--- src/rtl/core/mrs_ram.sv ---
// Generic single write port, single read port RAM with registered read data.
// No dependencies.
module mrs_ram #(
  parameter int WIDTH = 16,
  parameter int DEPTH = 16
) (
  input  logic                                  clk_i,
  input  logic                                  we_i,
  input  logic [((DEPTH > 1) ? $clog2(DEPTH) : 1)-1:0] waddr_i,
  input  logic [WIDTH-1:0]                      wdata_i,
  input  logic [((DEPTH > 1) ? $clog2(DEPTH) : 1)-1:0] raddr_i,
  output logic [WIDTH-1:0]                      rdata_o
);

  logic [WIDTH-1:0] mem_q [DEPTH];

  always_ff @(posedge clk_i) begin
    if (we_i) begin
      mem_q[waddr_i] <= wdata_i;
    end
    rdata_o <= mem_q[raddr_i];
  end

endmodule

--- config.mk ---
export PLATFORM = sky130hd
export DESIGN_NAME = mrs_ram
export DESIGN_NICKNAME = d
export VERILOG_FILES = /design/src/rtl/core/mrs_ram.sv
export SDC_FILE = /design/constraint.sdc
export NUM_CORES = 1
export LEC_CHECK = 0
export BUFFER_PORTS_ARGS = -buffer_cell sky130_fd_sc_hd__buf_2
export CAP_MARGIN = 20
export CORE_MARGIN = 2
export CORE_UTILIZATION = 55
export CTS_CLUSTER_DIAMETER = 120
export DETAILED_ROUTE_END_ITERATION = 10
export PLACE_DENSITY_LB_ADDON = 0.15
export SYNTH_ARGS = -nofsm -noshare
export SYNTH_HDL_FRONTEND = slang
export SYNTH_SLANG_ARGS = --single-unit
--- constraint.sdc ---
create_clock -name clk_i -period 4.8 [get_ports clk_i]
set_clock_uncertainty 0.15 [all_clocks]
set_input_delay 0.96 -clock clk_i [delete_from_list [all_inputs] [get_ports clk_i]]
set_output_delay 0.96 -clock clk_i [all_outputs]
set_load 0.005 [all_outputs]
* Word-level counts from Yosys, hierarchy flattened
Memories as Yosys holds them, arrays and structs flattened. A register that Yosys moved wholly into a read port is not among the register bits.
Cells that the tools add are included.
** Storage, ports and cells
- Bits in registers :: 0
- Memory bits (writable) :: 256
- Input bits :: 26
- Output and inout port bits :: 16
- Memories kept :: 1
** Operators by class
- Muxes and demuxes :: 2
** Memory list
- mem_q :: words 16, bits a word 16, rd ports 1, clocked after memory_dff 1, wr ports 1, RTL line 15 : logic [WIDTH-1:0] mem_q [DEPTH];
** Operator list (number)
- 1-bit two-way mux :: 2

* Depth between registers and ports, before layout
Gate-level depths: netlist (run 1).
- Depth after elaboration :: 2
- Depth in mapped cells :: 5
- Depth with buffers taken out :: 3

* Worst setup path before layout (run 1)
OpenSTA, ideal clock, no wires.
- Kind :: input to register
- Start :: input port waddr_i[2] (netlist name)
- End :: memory mem_q[0][0] (enable)
- Arrival time :: 2.606 ns
- Data required time :: 4.241 ns
- Path slack :: 1.635 ns
- Cell stages on the path :: 2
- Buffers on the path :: 0
- Cells stage by stage :: or3b_2 -> nor3_1
** RTL lines
- start: declaration :: RTL line 9 : input logic [((DEPTH > 1) ? $clog2(DEPTH) : 1)-1:0] waddr_i,
- end: declaration :: RTL line 15
No word-level cell before the write port.

==> out/results.ini, run 1 <==
[timing]
max_slew_margin_pct=31.0
fmax_mhz=403
finalCritPeriodShare_pct=51.7
rsz0062_at_grt=false
fin_crit_ns=2.48
hold_violations=0
tns_ns=0
setup-violations-final=0
tightest_slew_ns=1.04
drv_slew=0

[power]
power_switching_mw=0.971
leakagePower_nw=3.81
switching_share_pct=19.2
comb_power_share_pct=4.5
powerDensity_mw_per_mm2=437
p_clk_share_pct=42.6
ir_drop_mv=0.332
p_int_mw=4.08
p_seq_share_pct=52.9

[layout]
area_growth_pct=15.1
n_antenna_cell=0
mostFrequentLayoutCells=256 x edfxtp_1, 54 x mux4_2, 40 x buf_2, 32 x a22oi_1, 27 x clkbuf_16
final_nets=529
mostFrequentLayoutCell=edfxtp_1
drive_gt1_share_pct=33.5
fin_area_mm2=0.0116

[worst_setup_path]
cp_slowest_cell=mux4_1
start_kind=primary input
path_cells=buf_4 -> buf_12 -> mux4_1 -> a22oi_1 -> nand2_1
cp.required_ns=5.04
cp-end-kind=register
slowest_delay_ns=0.60
path_max_fanout=35
critPathKind=primary input to register
critPathArrivalTime_ns=2.72

[detailed_routing]
first_pass_iters=5
drt_iter0_drc=447
via_count=4681
detail_route.wl_per_cell_um=27.1
wirelength_mm=20.4
drt_drc_violations_left=0
viasPerCell=6.22
postRouteAntennaNets=0

[clock_tree]
cts_buffer_depth=3
cts_tree=built
insertion_delay_ns=0.52
cts.sinks=272
root_buffer=clkbuf_16
hold_buffers=0
ctsHtreeMaxLevel=1
cts_inserted_buffers=27
cts.clk_slew.worst_paths_ns=0.06
postCtsSetupBuffers=0
cts_resized=0

[logic_synthesis]
synth_nets=458
synth-seq-area-share_pct=79.7
ys.warnings.count=0
ys_types=19
syn_inst=432
synth_area_mm2=0.0100
synth_seq_cells=272
syn-mean-instance-area_um2=23.2

[floorplanning]
io_pins=42
fp-row-count=49
initial_core_util_pct=55.9
die_area_mm2=0.0194
coreArea_mm2=0.0180
die_height_um=139
die_w_um=139

[place]
numPortBuffers=41
place_congestion=0.724
dpl_cell_area_mm2=0.0106
post-dp-hpwl_mm=10.7

[global_route]
grt_pass1_vias=4730
grt_pass1_wl_mm=30.3
grt_max_degree=36
antenna_found_initial=0
grt-ovfl-total=0
grt_usage_pct=21.5

[hold_path]
hold_class=register to register

[run]
max_cap_viol_count=0

[run_status]
status=finished clean

registers in the layout (all words and copies together) (netlist names):
register,cells
mem_q,256
rdata_o,16
per-stage QoR:
step | total power [mW] | hold WS, ns | setup slack [ns] | std cells | utilization, %
floorplan | 2.85 | 0.485 | 1.63 | 432 | -
global placement | 2.94 | 0.506 | 1.78 | 703 | 59.2
detailed placement | 2.95 | 0.508 | 1.76 | 703 | 59.2
CTS | 5.09 | 0.520 | 2.30 | 752 | 64.4
global route | 5.21 | 0.537 | 2.17 | 752 | 64.4
finish | 5.05 | 0.521 | 2.32 | 752 | 64.4
metal layers:
metal	share of wire [%]	GRT usage (%)	wire [um]	up-vias
met2	47	32.5	9590	172
met4	2.4	6.59	498	0
met1	44	32.9	8940	2481
met3	6.6	3.94	1350	45
met5	0	0	0	-
li1	-	-	-	1983
cell usage after synthesis (all sizes together):
cell type | instances | area share (%)
dfxtp | 16 | 3.2
nand3b | 2 | 0.15
nor3 | 4 | 0.20
nand2b | 2 | 0.12
nand3 | 1 | 0.050
or3b | 1 | 0.087
edfxtp | 256 | 77
clkbuf | 8 | 0.30
nand2 | 17 | 0.64
and2 | 1 | 0.062
nor2 | 13 | 0.49
buf | 13 | 0.93
a22oi | 32 | 2.4
nor2b | 2 | 0.12
mux4 | 64 | 15
worst max-delay path: cells and delay by family:
family,cells,cell delay [ns]
buffers and inverters,2,0.84
multiplexers,1,0.60
AO/OA/AOI/OAI,1,0.19
AND/OR/NAND/NOR,1,0.06
power groups by stage:
| stage | clock (mW) | combinational, mW | sequential [mW] |
|---|---|---|---|
| floorplan | 0 | 0.129 | 2.72 |
| global placement | 0 | 0.225 | 2.72 |
| detailed placement | 0 | 0.231 | 2.72 |
| CTS | 2.19 | 0.232 | 2.67 |
| global route | 2.29 | 0.248 | 2.67 |
| finish | 2.15 | 0.229 | 2.67 |
layout make-up:
| class | instances | area [um2] |
|---|---|---|
| Multi-Input combinational cell | 139 | 1960 |
| Sequential cell | 272 | 8010 |
| Fill cell | 1187 | 6400 |
| Clock buffer | 35 | 726 |
| Timing Repair Buffer | 63 | 385 |
| Clock inverter | 14 | 193 |
| Tap cell | 229 | 287 |
path summary, 6_finish.rpt:
path / slack [ns] / to / startpoint / cells past startpoint
min: 0.52 / rdata_o[2] / mem_q[14][2] / 3
min reg2reg: 0.52 / rdata_o[2] / mem_q[14][2] / 3
max: 2.32 / rdata_o[7] / raddr_i[0] / 5
max reg2reg: 3.35 / rdata_o[4] / mem_q[8][4] / 3
cell families (layout without fill, tap and decap cells):
kind of cell	after synthesis	in the layout	synth area share, %
buffers and inverters	21	112	1.23
AOI/OAI and AO/OA	32	32	2.39
muxes	64	64	14.7
and+or+nand+nor	43	43	1.92
DFF	272	272	79.7
No activity file was read; power rests on OpenSTA's default activity.
==> run 2: changes to the inputs <==
==> constraint.sdc (replaced) <==
create_clock -name clk_i -period 2.4 [get_ports clk_i]
set_clock_uncertainty 0.15 [all_clocks]
set_input_delay 0.48 -clock clk_i [delete_from_list [all_inputs] [get_ports clk_i]]
set_output_delay 0.48 -clock clk_i [all_outputs]
set_load 0.005 [all_outputs]
==> out/results.ini, run 2 (synthesis gave the netlist of run 1 again) <==
[timing]
finalCritPeriodShare_pct=72.8
worst_hold_slack_ns=0.178
fin_crit_ns=1.75
fmax_mhz=573
max_slew_margin_pct=27.2
drv_slew=0
rsz0062_at_grt=false
hold_violations=0
tightest_slew_ns=1.09
setup-violations-final=0
tns_ns=0

[clock_tree]
hold_buffers=0
postCtsSetupBuffers=0
cts_inserted_buffers=26
cts.clk_slew.worst_paths_ns=0.07
cts_tree=built
root_buffer=clkbuf_16
ctsHtreeMaxLevel=1
insertion_delay_ns=0.52
cts_resized=0
cts.sinks=272
cts_buffer_depth=3

[detailed_routing]
via_count=4640
detail_route.wl_per_cell_um=26.8
drt_drc_violations_left=0
first_pass_iters=5
postRouteAntennaNets=0
wirelength_mm=20.4
viasPerCell=6.08
drt_iter0_drc=490

[layout]
area_growth_pct=16.5
final_nets=540
largest_reg_flops=256
multiInputGateArea_mm2=0.00197
mostFrequentLayoutCell=edfxtp_1
reg.largest.list=mem_q: 256 flops, rdata_o: 16 flops
n_antenna_cell=0
regMostFlops=mem_q
num-fill-cells=1207
mostFrequentLayoutCells=256 x edfxtp_1, 54 x mux4_2, 40 x buf_2, 32 x a22oi_1
regArea_mm2=0.00801
drive_gt1_share_pct=34.8
fin_util_pct=65.1

[floorplanning]
fp-row-count=49
io_pins=42
coreArea_mm2=0.0180
die_area_mm2=0.0194
die_height_um=139
die_w_um=139
initial_core_util_pct=55.9

[worst_setup_path]
r2r-start=mem_q[9][9]
critPathArrivalTime_ns=2.05
cp-end-kind=register
worst_r2r_path_depth=3
start_kind=primary input
reg2reg_slack_ns=0.90
r2r-end=rdata_o[9]
path_max_fanout=9
cp-endpoint=rdata_o[9]
critPathKind=primary input to register
cp.required_ns=2.71
cp-startpoint=raddr_i[3]

[run_status]
status=finished clean

[global_route]
grt_pass1_vias=4759
grt_pass1_wl_mm=30.6
grt_max_degree=37
grt-ovfl-total=0
antenna_found_initial=0
grt_usage_pct=21.8

[place]
numPortBuffers=41
post-dp-hpwl_mm=11.5
place_congestion=0.732

[power]
ir_drop_mv=0.533
powerDensity_mw_per_mm2=849
leakagePower_nw=3.88

[hold_path]
hold_class=primary input to register

[run]
max_cap_viol_count=0

==> run 2: cell types whose count changed in the layout (fill, tap and decap cells not counted) <==
cell / previous run / this run
clkbuf_1: 6 / 4
nor3_2: 4 / 3
clkinv_1: 2 / 4
clkbuf_8: 2 / 3
buf_12: 1 / 8
nor3_4: 0 / 1
bufinv_16: 5 / 3
buf_4: 22 / 27
==> run 2: per-layer routing <==
layer	GRT usage [%]	wire length, um
met1	32.6	8720
met2	35.0	10100
met4	5.05	325
met5	0	0
met3	3.18	1250
==> run 2: metrics by stage <==
stage / cell area, um2 / setup slack, ns / cells / power, mW
6_report: 11700 / 0.653 / 763 / 9.93
5_1_grt: 11700 / 0.616 / 763 / 10.2
4_1_cts: 11700 / 0.700 / 763 / 10.0
3_5_place_dp: 10800 / 0.170 / 715 / 5.93
3_3_place_gp: 10800 / 0.173 / 715 / 5.91
2_1_floorplan: 10000 / 0.0154 / 432 / 5.69
==> run 2: power breakdown <==
group	total [mW]	switching (mW)	internal [mW]
sequential	5.34	0.0290	5.31
combinational	0.480	0.269	0.211
clock	4.11	1.65	2.46
==> run 2: how the worst min path moves through the flow <==
| stage | startpoint | to | slack, ns | cells past startpoint |
|---|---|---|---|---|
| 2_1_floorplan | wdata_i[0] | mem_q[0][0] | 0.43 | 0 |
| 3_3_place_gp | mem_q[14][2] | rdata_o[2] | 0.50 | 3 |
| 3_5_place_dp | mem_q[15][2] | rdata_o[2] | 0.51 | 3 |
| 4_1_cts | wdata_i[11] | mem_q[5][11] | 0.16 | 1 |
| 5_1_grt | wdata_i[11] | mem_q[13][11] | 0.18 | 1 |
| 6_report | wdata_i[8] | mem_q[12][8] | 0.18 | 1 |
==> run 2: area by class of cell <==
cell class / count / share of cell area (%)
Sequential cell: 272 / 68.5
Multi-Input combinational cell: 139 / 16.8
Clock buffer: 34 / 6.26
Timing Repair Buffer: 75 / 4.81
Tap cell: 229 / 2.45
Clock inverter: 14 / 1.20
==> run 2: critical path: stages <==
cell	delay [ns]
buf_2	0.11
nor2b_1	0.85
buf_4	0.36
a22oi_1	0.13
nand2_1	0.12
